`src/hdl/tcl_pkg.sv`:
```
// Shared package for the tile cache: default sizes, command codes and the
// command/status bundles between controller and datapath. No dependencies.
`default_nettype none
package tcl_pkg;

  localparam int ENTRIES_DEF     = 64;
  localparam int KEY_BITS_DEF    = 64;
  localparam int HANDLE_BITS_DEF = 32;

  localparam logic [6:0] CAP_MIN = 7'd4;
  localparam logic [6:0] CAP_RST = 7'd64;

  typedef enum logic [1:0] {
    CMD_LOOKUP = 2'd0,
    CMD_INSERT = 2'd1,
    CMD_TRIM   = 2'd2,
    CMD_CLEAR  = 2'd3
  } cmd_t;

  typedef struct packed {
    logic load;
    logic cap_wr;
    logic scan_start;
    logic upd_start;
    logic upd_evict;
    logic upd_hnd;
    logic insert;
    logic clear;
    logic emit;
    logic em_hit;
    logic em_hnd;
    logic em_evict;
    logic em_last;
  } ctl_t;

  typedef struct packed {
    logic done;
    logic found;
    logic need_evict;
    logic over_lim;
  } sts_t;

endpackage
`default_nettype wire

```
`src/hdl/tcl_ctrl.sv`:
```
// Tile cache controller: command sequencing, handshakes and result ordering.
// Depends on tcl_pkg.
`default_nettype none
module tcl_ctrl (
  input  wire logic          clk,
  input  wire logic          rst_n,
  input  wire logic          in_valid,
  output logic               in_stall,
  input  wire logic [1:0]    in_cmd,
  input  wire logic          cfg_valid,
  output logic               cfg_ready,
  output logic               out_valid,
  input  wire logic          out_stall,
  output tcl_pkg::ctl_t      ctl,
  input  wire tcl_pkg::sts_t sts
);

  typedef enum logic [6:0] {
    S_IDLE = 7'b0000001,
    S_SCAN = 7'b0000010,
    S_DEC  = 7'b0000100,
    S_UPD  = 7'b0001000,
    S_EVEM = 7'b0010000,
    S_INS  = 7'b0100000,
    S_FIN  = 7'b1000000
  } state_t;

  state_t         state_r, state_nxt;
  tcl_pkg::cmd_t  op_r, op_nxt;
  logic           silent_r, silent_nxt, ev_r, ev_nxt;
  logic           fhit_r, fhit_nxt, fhnd_r, fhnd_nxt;
  logic           out_valid_r, out_valid_nxt;
  logic           out_free;

  assign out_free  = !out_valid_r || !out_stall;
  assign cfg_ready = (state_r == S_IDLE);
  assign in_stall  = (state_r != S_IDLE) || cfg_valid;
  assign out_valid = out_valid_r;

  always_comb begin
    ctl        = '0;
    state_nxt  = state_r;
    op_nxt     = op_r;
    silent_nxt = silent_r;
    ev_nxt     = ev_r;
    fhit_nxt   = fhit_r;
    fhnd_nxt   = fhnd_r;
    unique case (state_r)
      S_IDLE: begin
        if (cfg_valid) begin
          ctl.cap_wr     = 1'b1;
          ctl.scan_start = 1'b1;
          silent_nxt     = 1'b1;
          op_nxt         = tcl_pkg::CMD_TRIM;
          state_nxt      = S_SCAN;
        end else if (in_valid) begin
          ctl.load   = 1'b1;
          silent_nxt = 1'b0;
          op_nxt     = tcl_pkg::cmd_t'(in_cmd);
          fhit_nxt   = 1'b0;
          fhnd_nxt   = 1'b0;
          if (in_cmd == tcl_pkg::CMD_CLEAR) begin
            ctl.clear = 1'b1;
            state_nxt = S_FIN;
          end else begin
            ctl.scan_start = 1'b1;
            state_nxt      = S_SCAN;
          end
        end
      end
      S_SCAN: begin
        if (sts.done) begin
          state_nxt = S_DEC;
        end
      end
      S_DEC: begin
        ev_nxt = 1'b0;
        unique case (op_r)
          tcl_pkg::CMD_LOOKUP: begin
            if (sts.found) begin
              ctl.upd_start = 1'b1;
              fhit_nxt      = 1'b1;
              fhnd_nxt      = 1'b1;
              state_nxt     = S_UPD;
            end else begin
              state_nxt = S_FIN;
            end
          end
          tcl_pkg::CMD_INSERT: begin
            if (sts.found) begin
              ctl.upd_start = 1'b1;
              ctl.upd_hnd   = 1'b1;
              fhit_nxt      = 1'b1;
              state_nxt     = S_UPD;
            end else if (sts.need_evict) begin
              ctl.upd_start = 1'b1;
              ctl.upd_evict = 1'b1;
              ev_nxt        = 1'b1;
              state_nxt     = S_UPD;
            end else begin
              state_nxt = S_INS;
            end
          end
          tcl_pkg::CMD_TRIM: begin
            if (sts.over_lim) begin
              ctl.upd_start = 1'b1;
              ctl.upd_evict = 1'b1;
              ev_nxt        = 1'b1;
              state_nxt     = S_UPD;
            end else begin
              state_nxt = silent_r ? S_IDLE : S_FIN;
            end
          end
          tcl_pkg::CMD_CLEAR: begin
            state_nxt = S_FIN;
          end
        endcase
      end
      S_UPD: begin
        if (sts.done) begin
          if (!ev_r) begin
            state_nxt = S_FIN;
          end else if (silent_r) begin
            ctl.scan_start = 1'b1;
            state_nxt      = S_SCAN;
          end else begin
            state_nxt = S_EVEM;
          end
        end
      end
      S_EVEM: begin
        if (out_free) begin
          ctl.emit       = 1'b1;
          ctl.em_evict   = 1'b1;
          ctl.scan_start = 1'b1;
          state_nxt      = S_SCAN;
        end
      end
      S_INS: begin
        ctl.insert = 1'b1;
        state_nxt  = S_FIN;
      end
      S_FIN: begin
        if (out_free) begin
          ctl.emit    = 1'b1;
          ctl.em_hit  = fhit_r;
          ctl.em_hnd  = fhnd_r;
          ctl.em_last = 1'b1;
          state_nxt   = S_IDLE;
        end
      end
      default: begin
        state_nxt = S_IDLE;
      end
    endcase
    out_valid_nxt = ctl.emit ? 1'b1 : (out_stall ? out_valid_r : 1'b0);
  end

  always_ff @(posedge clk) begin
    if (!rst_n) begin
      state_r     <= S_IDLE;
      op_r        <= tcl_pkg::CMD_LOOKUP;
      silent_r    <= 1'b0;
      ev_r        <= 1'b0;
      fhit_r      <= 1'b0;
      fhnd_r      <= 1'b0;
      out_valid_r <= 1'b0;
    end else begin
      state_r     <= state_nxt;
      op_r        <= op_nxt;
      silent_r    <= silent_nxt;
      ev_r        <= ev_nxt;
      fhit_r      <= fhit_nxt;
      fhnd_r      <= fhnd_nxt;
      out_valid_r <= out_valid_nxt;
    end
  end

endmodule
`default_nettype wire

```
`config.mk`:
```
export PLATFORM = sky130hd
export DESIGN_NAME = tcl_ctrl
export DESIGN_NICKNAME = d
export VERILOG_FILES = /design/src/hdl/tcl_pkg.sv /design/src/hdl/tcl_ctrl.sv
export SDC_FILE = /design/constraint.sdc
export NUM_CORES = 1
export LEC_CHECK = 0
export ABC_AREA = 1
export CAP_MARGIN = 20
export CORE_ASPECT_RATIO = 0.8
export CORE_MARGIN = 1.5
export CORE_UTILIZATION = 30
export CTS_CLUSTER_DIAMETER = 30
export DETAILED_ROUTE_END_ITERATION = 8
export DONT_BUFFER_PORTS = 1
export HOLD_SLACK_MARGIN = 0.06
export PLACE_DENSITY_LB_ADDON = 0.15
export RECOVER_POWER = 25
export SLEW_MARGIN = 40
export SYNTH_ARGS = -nofsm -noshare
export SYNTH_HDL_FRONTEND = slang
export SYNTH_SLANG_ARGS = --single-unit
```
`constraint.sdc`:
```
create_clock -name clk -period 1.55 [get_ports clk]
set_input_delay 0.31 -clock clk [delete_from_list [all_inputs] [get_ports clk]]
set_output_delay 0.31 -clock clk [all_outputs]
set_load 0.05 [all_outputs]
```
==> results_tabular.tex, run 1 <==
\begin{tabular}{lr}
\hline
Metric & Value \\
\hline
\multicolumn{2}{l}{\textbf{Outcome}} \\
Status & finished, violations left \\
Violated checks & setup timing \\
\multicolumn{2}{l}{\textbf{Final layout}} \\
Post-layout net count & 236 \\
Final core utilization & 0.583 \\
Total non-filler cell area in the finished layout & 0.00198 sq mm \\
Layout cells sized above 1 & 0.623 \\
Area growth from synthesis to layout & 88.2\% \\
Inserted Diodes & 0 \\
Non-filler instance count after layout & 262 \\
\multicolumn{2}{l}{\textbf{Detailed routing}} \\
DRT Wirelength & 3410 microns \\
Total vias in the final route & 1232 \\
Remaining DRCs & 0 \\
Post-detailed-route count of antenna-violating nets & 0 \\
Via density & 4.70 \\
First-pass DRT Iterations & 4 \\
Detailed router's first-iteration violation count & 28 \\
Wire length per cell & 13.0 microns \\
\multicolumn{2}{l}{\textbf{Min path}} \\
Min-Delay Path Class & input port to register \\
Source of the worst hold timing path & rst\_n \\
Number of cells on the worst hold path & 1 \\
\multicolumn{2}{l}{\textbf{STA}} \\
Worst path setup slack after routing & -0.288 ns \\
Unrepaired setup endpoints after global routing & yes \\
Maximum frequency from static timing analysis & 0.544 GHz \\
Post-route clock skew & 0.000877 ns \\
Hold Vio Cnt, Final & 0 \\
Final number of max-transition violations & 0 \\
Share of the clock period used by the worst path & 1.19 \\
Pin slew with the least headroom to its limit & 0.617 ns \\
Tmin final & 1.84 ns \\
Endpoints failing setup & 17 \\
Headroom to the max-slew limit & 0.591 \\
Worst hold-check slack & 0.162 ns \\
\multicolumn{2}{l}{\textbf{Critical path}} \\
Count of cell instances traversed by the critical path & 6 \\
Data arrival time of the critical path & 1.53 ns \\
CP max-delay cell & sky130\_fd\_sc\_hd\_\_dfxtp\_4 \\
Launching point of the worst reg2reg path & state\_r[1]\$\_SDFFE\_PN0P\_ \\
Critical Path Start Type & register \\
Sequence of cells on the critical path & nor2\_4, nand3\_2, nor2\_4, nand2\_2, a21oi\_4, buf\_12 \\
Critical path data required time & 1.24 ns \\
CP delay by family, top & simple AND/OR/NAND/NOR gates \\
Worst path buffer plus inverter count & 1 \\
Number of cells on the worst reg-to-reg path & 14 \\
Cell type with the highest occurrence count on the critical path & sky130\_fd\_sc\_hd\_\_nor2\_4 \\
Crit path launch & state\_r[1]\$\_SDFFE\_PN0P\_ \\
Maximum cell stage delay along the critical path & 0.37 ns \\
Kind of critical path & register to output pin \\
Capturing element type of the critical path & output pin \\
Crit-path max FO & 5 \\
\multicolumn{2}{l}{\textbf{Floorplan}} \\
Number of top-level pins & 27 \\
Area of the placeable core & 0.00340 sq mm \\
Initial core utilization & 0.310 \\
Placement Rows & 19 \\
DIE HEIGHT & 56.0 microns \\
Area enclosed by the die boundary & 0.00388 sq mm \\
Chip width & 69.3 microns \\
\multicolumn{2}{l}{\textbf{Pwr}} \\
Static leakage power & 0.858 nW \\
Sequential group share of total power & 0.156 \\
Total power per unit cell area & 1780 mW/mm\^{}2 \\
Highest ir drop seen on vdd & 1570 uV \\
Power Internal & 1.85 mW \\
Power share of the clock group & 0.105 \\
Net switching power figure & 1.68 mW \\
Overall power after layout & 3.53 mW \\
Net Sw Frac & 0.477 \\
Combinational group share of total power & 0.740 \\
\multicolumn{2}{l}{\textbf{Logic synthesis}} \\
Largest family of logic cells by synthesized area & simple AND/OR/NAND/NOR gates \\
Synth area leader & sky130\_fd\_sc\_hd\_\_dfxtp\_1 \\
Total of flip-flops plus latches after synthesis & 14 \\
Multiplexer share of the synthesized area & 0 \\
Distinct cell type count of the synthesized netlist & 26 \\
Portion of the post-synthesis area used by sequential elements & 0.266 \\
Most frequently used cell type in the post-synthesis netlist & sky130\_fd\_sc\_hd\_\_nand2\_1 \\
Mean Syn Cell Area & 6.27 sq um \\
Share of Yosys cell area claimed by the top area cell type & 0.266 \\
Synthesis Warnings & 0 \\
Area fraction in and, or, nand and nor cells after synthesis & 0.449 \\
Leading post-synthesis cells by cell area & sky130\_fd\_sc\_hd\_\_dfxtp\_1 27\%, sky130\_fd\_sc\_hd\_\_nand2\_1 14\%, sky130\_fd\_sc\_hd\_\_nor2\_1 10\%, sky130\_fd\_sc\_hd\_\_inv\_1 10\%, sky130\_fd\_sc\_hd\_\_nand3\_1 6.7\% \\
Post-Synth Adder-Cell Area & 0.0475 \\
Async set-reset flop share out of synthesis & 0 \\
Number of standard cells after synthesis & 168 \\
Most used DFF post-synth & sky130\_fd\_sc\_hd\_\_dfxtp\_1 \\
Most frequent cells after synthesis & 38 x sky130\_fd\_sc\_hd\_\_nand2\_1, 29 x sky130\_fd\_sc\_hd\_\_nor2\_1, 28 x sky130\_fd\_sc\_hd\_\_inv\_1 \\
Share of the synthesized netlist area taken by xor and xnor gates & 0 \\
Post-synth net total & 183 \\
Number of synthesized flops with an enable pin & 0 \\
Complex-gate fraction of the synthesized area & 0.107 \\
Post-synthesis instance area & 0.00105 sq mm \\
\multicolumn{2}{l}{\textbf{Global route}} \\
Via count of the first global-routing pass & 1261 \\
Global routing usage summed across all routing layers & 0.170 \\
Global-route wire length before repair & 5230 microns \\
Antenna violations before repair & 0 \\
Pin count of the biggest net entering global routing & 10 \\
Aggregate global routing overflow & 0 \\
\multicolumn{2}{l}{\textbf{Placement}} \\
Cell Count Post-Placement & 237 \\
Final Wtd Congestion & 0.841 \\
Port Buffers & 0 \\
Dpl cell area & 0.00149 sq mm \\
Final HPWL from detailed placement & 2390 microns \\
\multicolumn{2}{l}{\textbf{Clock network}} \\
Number of buffers created by CTS & 3 \\
Number of hold buffers added after cts & 0 \\
Num Clock Sinks & 14 \\
Insertion delay of the later-clocked pin in the worst-skew pair & 0.25 ns \\
Reg clk slew, reported paths & 0.06 ns \\
Root buffer cell & sky130\_fd\_sc\_hd\_\_clkbuf\_8 \\
Maximum root-to-sink buffer count & 2 \\
Count of H-tree levels built during CTS & 1 \\
Clock tree from TritonCTS & done \\
\multicolumn{2}{l}{\textbf{Job}} \\
Max-capacitance violation count & 0 \\
\hline
\end{tabular}
-- metrics by stage --
stage / worst slack [ns] / TNS, ns
6_report: -0.288 / -3.25
3_5_place_dp: -0.103 / -0.185
2_1_floorplan: -0.194 / -1.06
3_3_place_gp: -0.0619 / -0.0858
4_1_cts: -0.263 / -2.76
5_1_grt: -0.352 / -4.55
-- state kept, by name, indices dropped and copies added, names as in the netlist --
| register | cells |
|---|---|
| fhnd_r | 1 |
| out_valid | 1 |
| ev_r | 1 |
| fhit_r | 1 |
| state_r | 7 |
| silent_r | 1 |
| op_r | 2 |
-- cells in the final DEF, fill, tap and decap left out, types with 2 or more instances in the layout --
master                     instances
sky130_fd_sc_hd__nand2_4           4
sky130_fd_sc_hd__buf_6             8
sky130_fd_sc_hd__nor2_1           11
sky130_fd_sc_hd__buf_12           11
sky130_fd_sc_hd__buf_8             3
sky130_fd_sc_hd__clkbuf_8          4
sky130_fd_sc_hd__nor2_2            5
sky130_fd_sc_hd__inv_1            17
sky130_fd_sc_hd__nand3_2           3
sky130_fd_sc_hd__dfxtp_2           4
sky130_fd_sc_hd__dfxtp_1           5
sky130_fd_sc_hd__buf_4            26
sky130_fd_sc_hd__inv_8             2
sky130_fd_sc_hd__nand3_1          11
sky130_fd_sc_hd__inv_2            13
sky130_fd_sc_hd__nand2_1          28
sky130_fd_sc_hd__o21ai_2           2
sky130_fd_sc_hd__nand2_2          10
sky130_fd_sc_hd__nor2_4           19
sky130_fd_sc_hd__ha_2              3
sky130_fd_sc_hd__dfxtp_4           5
sky130_fd_sc_hd__a21oi_1           4
sky130_fd_sc_hd__a21oi_2           6
-- final cells by class --
type	count	area, sq um
Clock buffer	4	55.1
Fill cell	305	1420
Inverter	34	145
Multi-Input combinational cell	119	872
Sequential cell	14	304
Tap cell	42	52.6
Timing Repair Buffer	49	554
-- power groups by stage --
stage / Combinational (mW) / Clock (mW) / Sequential [mW]
after floorplan: 1.18 / 0 / 0.504
after global placement: 1.66 / 0 / 0.512
after detailed placement: 1.69 / 0 / 0.514
after CTS: 2.06 / 0.374 / 0.534
after global routing: 2.76 / 0.394 / 0.560
final: 2.61 / 0.369 / 0.550
-- metal layers --
metal  wire (microns)  up-vias  global-route usage  part of all wire
met1             1430      573               0.197              0.42
met2             1730       29               0.290              0.51
li1                 -      617                   -                 -
met5                0        -                   0                 0
met3              125       13              0.0380             0.037
met4              127        0              0.0952             0.037
-- cell families (layout without fill, tap and decap cells) --
logic type               after synthesis  count (layout)
buffers and inverters                 35              87
flip-flops                            14              14
AND/OR/NAND/NOR                       99              99
AO/OA/AOI/OAI                         16              16
adder cells (fa/ha/maj)                4               4
-- worst register-to-register path: stages, from the launching register on --
cell and delay [ns]:
sky130_fd_sc_hd__dfxtp_4 0.38, sky130_fd_sc_hd__inv_1 0.05, sky130_fd_sc_hd__nand2_1 0.09, sky130_fd_sc_hd__nor2_2 0.05, sky130_fd_sc_hd__nand2_4 0.08, sky130_fd_sc_hd__nand2_2 0.06, sky130_fd_sc_hd__nand2_2 0.08, sky130_fd_sc_hd__nand2_2 0.05
sky130_fd_sc_hd__nor2_2 0.13, sky130_fd_sc_hd__nand2_2 0.08, sky130_fd_sc_hd__buf_4 0.14, sky130_fd_sc_hd__buf_4 0.12, sky130_fd_sc_hd__buf_4 0.12, sky130_fd_sc_hd__buf_4 0.12, sky130_fd_sc_hd__a21oi_2 0.12
-- path summary, 6_finish.rpt --
check                                          endpoint  slack (ns)
worst min-delay path            state_r[0]$_SDFFE_PN1P_        0.16
worst min register to register   out_valid$_SDFFE_PN0P_        0.49
worst max-delay path                             ctl[8]       -0.29
worst max register to register  state_r[1]$_SDFFE_PN0P_       -0.21
-- what timing repair did --
item                                    4_1_cts  5_1_grt
endpoints found under the setup margin       15       24
setup buffers                                14       11
resized for setup                            51       39
pin swaps                                    14       19
(Power assumes the default switching activity.)
==> inputs of run 2 (changes only) <==
--- a/config.mk
+++ b/config.mk
@@ -13,5 +13,5 @@
 export CTS_CLUSTER_DIAMETER = 30
+export CTS_CLUSTER_SIZE = 8
 export DETAILED_ROUTE_END_ITERATION = 8
 export DONT_BUFFER_PORTS = 1
-export HOLD_SLACK_MARGIN = 0.06
 export PLACE_DENSITY_LB_ADDON = 0.15
--- a/constraint.sdc
+++ b/constraint.sdc
@@ -3,2 +3,2 @@
 set_output_delay 0.31 -clock clk [all_outputs]
-set_load 0.05 [all_outputs]
+set_load 0.02 [all_outputs]
==> run 2 against run 1 <==
Against the previous run:
- the flow still finishes with violations (setup timing)
- register-to-register slack better by 0.19 ns
- global-route usage down 1.7 points
- design area down 23%
- largest cell class unchanged
- largest power group unchanged
- highest routed layer unchanged
==> results_tabular.tex, run 2 (same netlist as run 1, synthesis figures left out) <==
\begin{tabular}{lr}
\hline
Metric & Value \\
\hline
\multicolumn{2}{l}{\textbf{Outcome}} \\
Status & finished, violations left (unchanged) \\
Violated checks & setup timing (unchanged) \\
\multicolumn{2}{l}{\textbf{STA}} \\
Final number of max-transition violations & 0 (unchanged) \\
Maximum frequency from static timing analysis & 0.582 GHz (was 0.544 GHz) \\
Hold Vio Cnt, Final & 0 (unchanged) \\
Share of the clock period used by the worst path & 1.11 (was 1.19) \\
Post-route clock skew & 0.000631 ns (was 0.000877 ns) \\
Headroom to the max-slew limit & 0.789 (was 0.591) \\
Worst path setup slack after routing & -0.168 ns (was -0.288 ns) \\
Tmin final & 1.72 ns (was 1.84 ns) \\
Unrepaired setup endpoints after global routing & yes (unchanged) \\
Endpoints failing setup & 15 (was 17) \\
Pin slew with the least headroom to its limit & 0.315 ns (was 0.617 ns) \\
Worst hold-check slack & 0.170 ns (was 0.162 ns) \\
\multicolumn{2}{l}{\textbf{Final layout}} \\
Flip-flop count of the largest register, all copies and words added & 7 (unchanged) \\
Non-filler instance count after layout & 237 (was 262) \\
Area growth from synthesis to layout & 45.4\% (was 88.2\%) \\
Largest reg by FF count & state\_r (unchanged) \\
Inserted Diodes & 0 (unchanged) \\
Final core utilization & 0.450 (was 0.583) \\
Fillcell total & 357 (was 305) \\
Largest regs & state\_r (7), op\_r (2) (unchanged) \\
Most common cell after layout, fill and taps aside & sky130\_fd\_sc\_hd\_\_nand2\_1 (unchanged) \\
Post-layout net count & 211 (was 236) \\
Layout cells sized above 1 & 0.492 (was 0.623) \\
Most frequent cells in the layout & 32 x sky130\_fd\_sc\_hd\_\_nand2\_1, 21 x sky130\_fd\_sc\_hd\_\_buf\_4, 20 x sky130\_fd\_sc\_hd\_\_inv\_1 (was 28 x sky130\_fd\_sc\_hd\_\_nand2\_1, 26 x sky130\_fd\_sc\_hd\_\_buf\_4, 19 x sky130\_fd\_sc\_hd\_\_nor2\_4) \\
\multicolumn{2}{l}{\textbf{Floorplan}} \\
Area enclosed by the die boundary & 0.00388 sq mm (unchanged) \\
DIE HEIGHT & 56.0 microns (unchanged) \\
Placement Rows & 19 (unchanged) \\
Number of top-level pins & 27 (unchanged) \\
Area of the placeable core & 0.00340 sq mm (unchanged) \\
Initial core utilization & 0.310 (unchanged) \\
Chip width & 69.3 microns (unchanged) \\
\multicolumn{2}{l}{\textbf{Global route}} \\
Antenna violations before repair & 0 (unchanged) \\
Pin count of the biggest net entering global routing & 10 (unchanged) \\
Via count of the first global-routing pass & 1020 (was 1261) \\
Global-route wire length before repair & 4660 microns (was 5230 microns) \\
Aggregate global routing overflow & 0 (unchanged) \\
Global routing usage summed across all routing layers & 0.153 (was 0.170) \\
\multicolumn{2}{l}{\textbf{Detailed routing}} \\
First-pass DRT Iterations & 4 (unchanged) \\
Wire length per cell & 12.8 microns (was 13.0 microns) \\
Remaining DRCs & 0 (unchanged) \\
Detailed router's first-iteration violation count & 42 (was 28) \\
Post-detailed-route count of antenna-violating nets & 0 (unchanged) \\
Total vias in the final route & 1146 (was 1232) \\
DRT Wirelength & 3040 microns (was 3410 microns) \\
Via density & 4.84 (was 4.70) \\
\multicolumn{2}{l}{\textbf{Placement}} \\
Final HPWL from detailed placement & 2230 microns (was 2390 microns) \\
Port Buffers & 0 (unchanged) \\
Cell Count Post-Placement & 224 (was 237) \\
Final Wtd Congestion & 0.813 (was 0.841) \\
\multicolumn{2}{l}{\textbf{Clock network}} \\
Maximum root-to-sink buffer count & 2 (unchanged) \\
Reg clk slew, reported paths & 0.06 ns (about the same) \\
Number of hold buffers added after cts & 0 (unchanged) \\
Count of H-tree levels built during CTS & 1 (unchanged) \\
Num Clock Sinks & 14 (unchanged) \\
Clock tree from TritonCTS & done (unchanged) \\
Number of buffers created by CTS & 3 (unchanged) \\
Root buffer cell & sky130\_fd\_sc\_hd\_\_clkbuf\_8 (unchanged) \\
Insertion delay of the later-clocked pin in the worst-skew pair & 0.25 ns (about the same) \\
\multicolumn{2}{l}{\textbf{Critical path}} \\
Sequence of cells on the critical path & inv\_2, nor2\_2, nand2\_2, nor2\_8, o21ai\_4, nand2\_2, nor2\_1, buf\_4 (was nor2\_4, nand3\_2, nor2\_4, nand2\_2, a21oi\_4, buf\_12) \\
Launching point of the worst reg2reg path & state\_r[0]\$\_SDFFE\_PN1P\_ (was state\_r[1]\$\_SDFFE\_PN0P\_) \\
Critical Path Start Type & register (unchanged) \\
Worst path buffer plus inverter count & 2 (was 1) \\
CP max-delay cell & sky130\_fd\_sc\_hd\_\_dfxtp\_2 (was sky130\_fd\_sc\_hd\_\_dfxtp\_4) \\
Endpoint of the worst-slack reg-to-reg timing path & state\_r[6]\$\_SDFFE\_PN0P\_ (was state\_r[1]\$\_SDFFE\_PN0P\_) \\
Reg-to-reg slack, setup & -0.02 ns (was -0.21 ns) \\
Critical path data required time & 1.24 ns (about the same) \\
Kind of critical path & register to output pin (unchanged) \\
CP delay by family, top & simple AND/OR/NAND/NOR gates (unchanged) \\
Capturing element type of the critical path & output pin (unchanged) \\
Data arrival time of the critical path & 1.41 ns (was 1.53 ns) \\
Cell type with the highest occurrence count on the critical path & sky130\_fd\_sc\_hd\_\_nand2\_2 (was sky130\_fd\_sc\_hd\_\_nor2\_4) \\
Crit-path max FO & 6 (was 5) \\
Maximum cell stage delay along the critical path & 0.36 ns (was 0.37 ns) \\
Number of cells on the worst reg-to-reg path & 12 (was 14) \\
\multicolumn{2}{l}{\textbf{Pwr}} \\
Highest ir drop seen on vdd & 853 uV (was 1570 uV) \\
Total power per unit cell area & 1690 mW/mm\^{}2 (was 1780 mW/mm\^{}2) \\
Static leakage power & 0.675 nW (was 0.858 nW) \\
\multicolumn{2}{l}{\textbf{Min path}} \\
End of the worst hold path & state\_r[0]\$\_SDFFE\_PN1P\_ (unchanged) \\
Min-Delay Path Class & input port to register (unchanged) \\
Source of the worst hold timing path & rst\_n (unchanged) \\
Number of cells on the worst hold path & 1 (unchanged) \\
\multicolumn{2}{l}{\textbf{Job}} \\
Max-capacitance violation count & 0 (unchanged) \\
\hline
\end{tabular}
run 2: layout make-up:
| class | count | area [sq um] | share of cell area |
|---|---|---|---|
| multi-input cells | 119 | 806 | 0.526 |
| flip-flops and latches | 14 | 299 | 0.195 |
| repair buffers | 24 | 184 | 0.120 |
| inverters | 34 | 135 | 0.0882 |
| clock buffers | 4 | 55.1 | 0.0359 |
| well taps | 42 | 52.6 | 0.0343 |
run 2: per-stage QoR:
stage / TNS (ns) / total power [mW] / area, sq um / worst slack [ns]
after floorplan: 0 / 1.41 / 1070 / 0.0340
after global placement: 0 / 1.69 / 1230 / 0.00551
after detailed placement: -0.00629 / 1.70 / 1230 / -0.00561
after CTS: -1.35 / 2.42 / 1430 / -0.164
after global routing: -3.19 / 2.76 / 1530 / -0.241
final: -1.58 / 2.60 / 1530 / -0.168
run 2: power by group:
part / internal, mW / switching, mW / total, mW
logic: 0.668 / 1.01 / 1.68
clock network: 0.225 / 0.143 / 0.369
registers: 0.459 / 0.0884 / 0.548
run 2: metal layers:
layer,share of wire,GRT usage,vias to the layer above
met5,0,0,-
met4,0.0033,0.0420,0
met3,0.065,0.0435,2
met2,0.50,0.254,40
met1,0.43,0.194,534
li1,-,-,570
run 2: worst max-delay path by stage:
stage | from | end | slack, ns | depth (start not counted)
final | state_r[0]$_SDFFE_PN1P_ | ctl[5] | -0.17 | 8
after global routing | state_r[2]$_SDFFE_PN0P_ | ctl[10] | -0.24 | 8
after CTS | state_r[0]$_SDFFE_PN1P_ | ctl[5] | -0.16 | 8
after detailed placement | state_r[1]$_SDFFE_PN0P_ | ctl[4] | -0.006 | 8
after global placement | state_r[1]$_SDFFE_PN0P_ | ctl[4] | 0.006 | 8
after floorplan | state_r[4]$_SDFFE_PN0P_ | ctl[5] | 0.03 | 5
run 2: repair_timing:
| action | 4_1_cts | 5_1_grt |
|---|---|---|
| pin swaps | 13 | 6 |
| gates resized for setup | 38 | 23 |
| cloned | 0 | 0 |
| setup endpoints to repair | 14 | 19 |
| setup buffers | 6 | 3 |
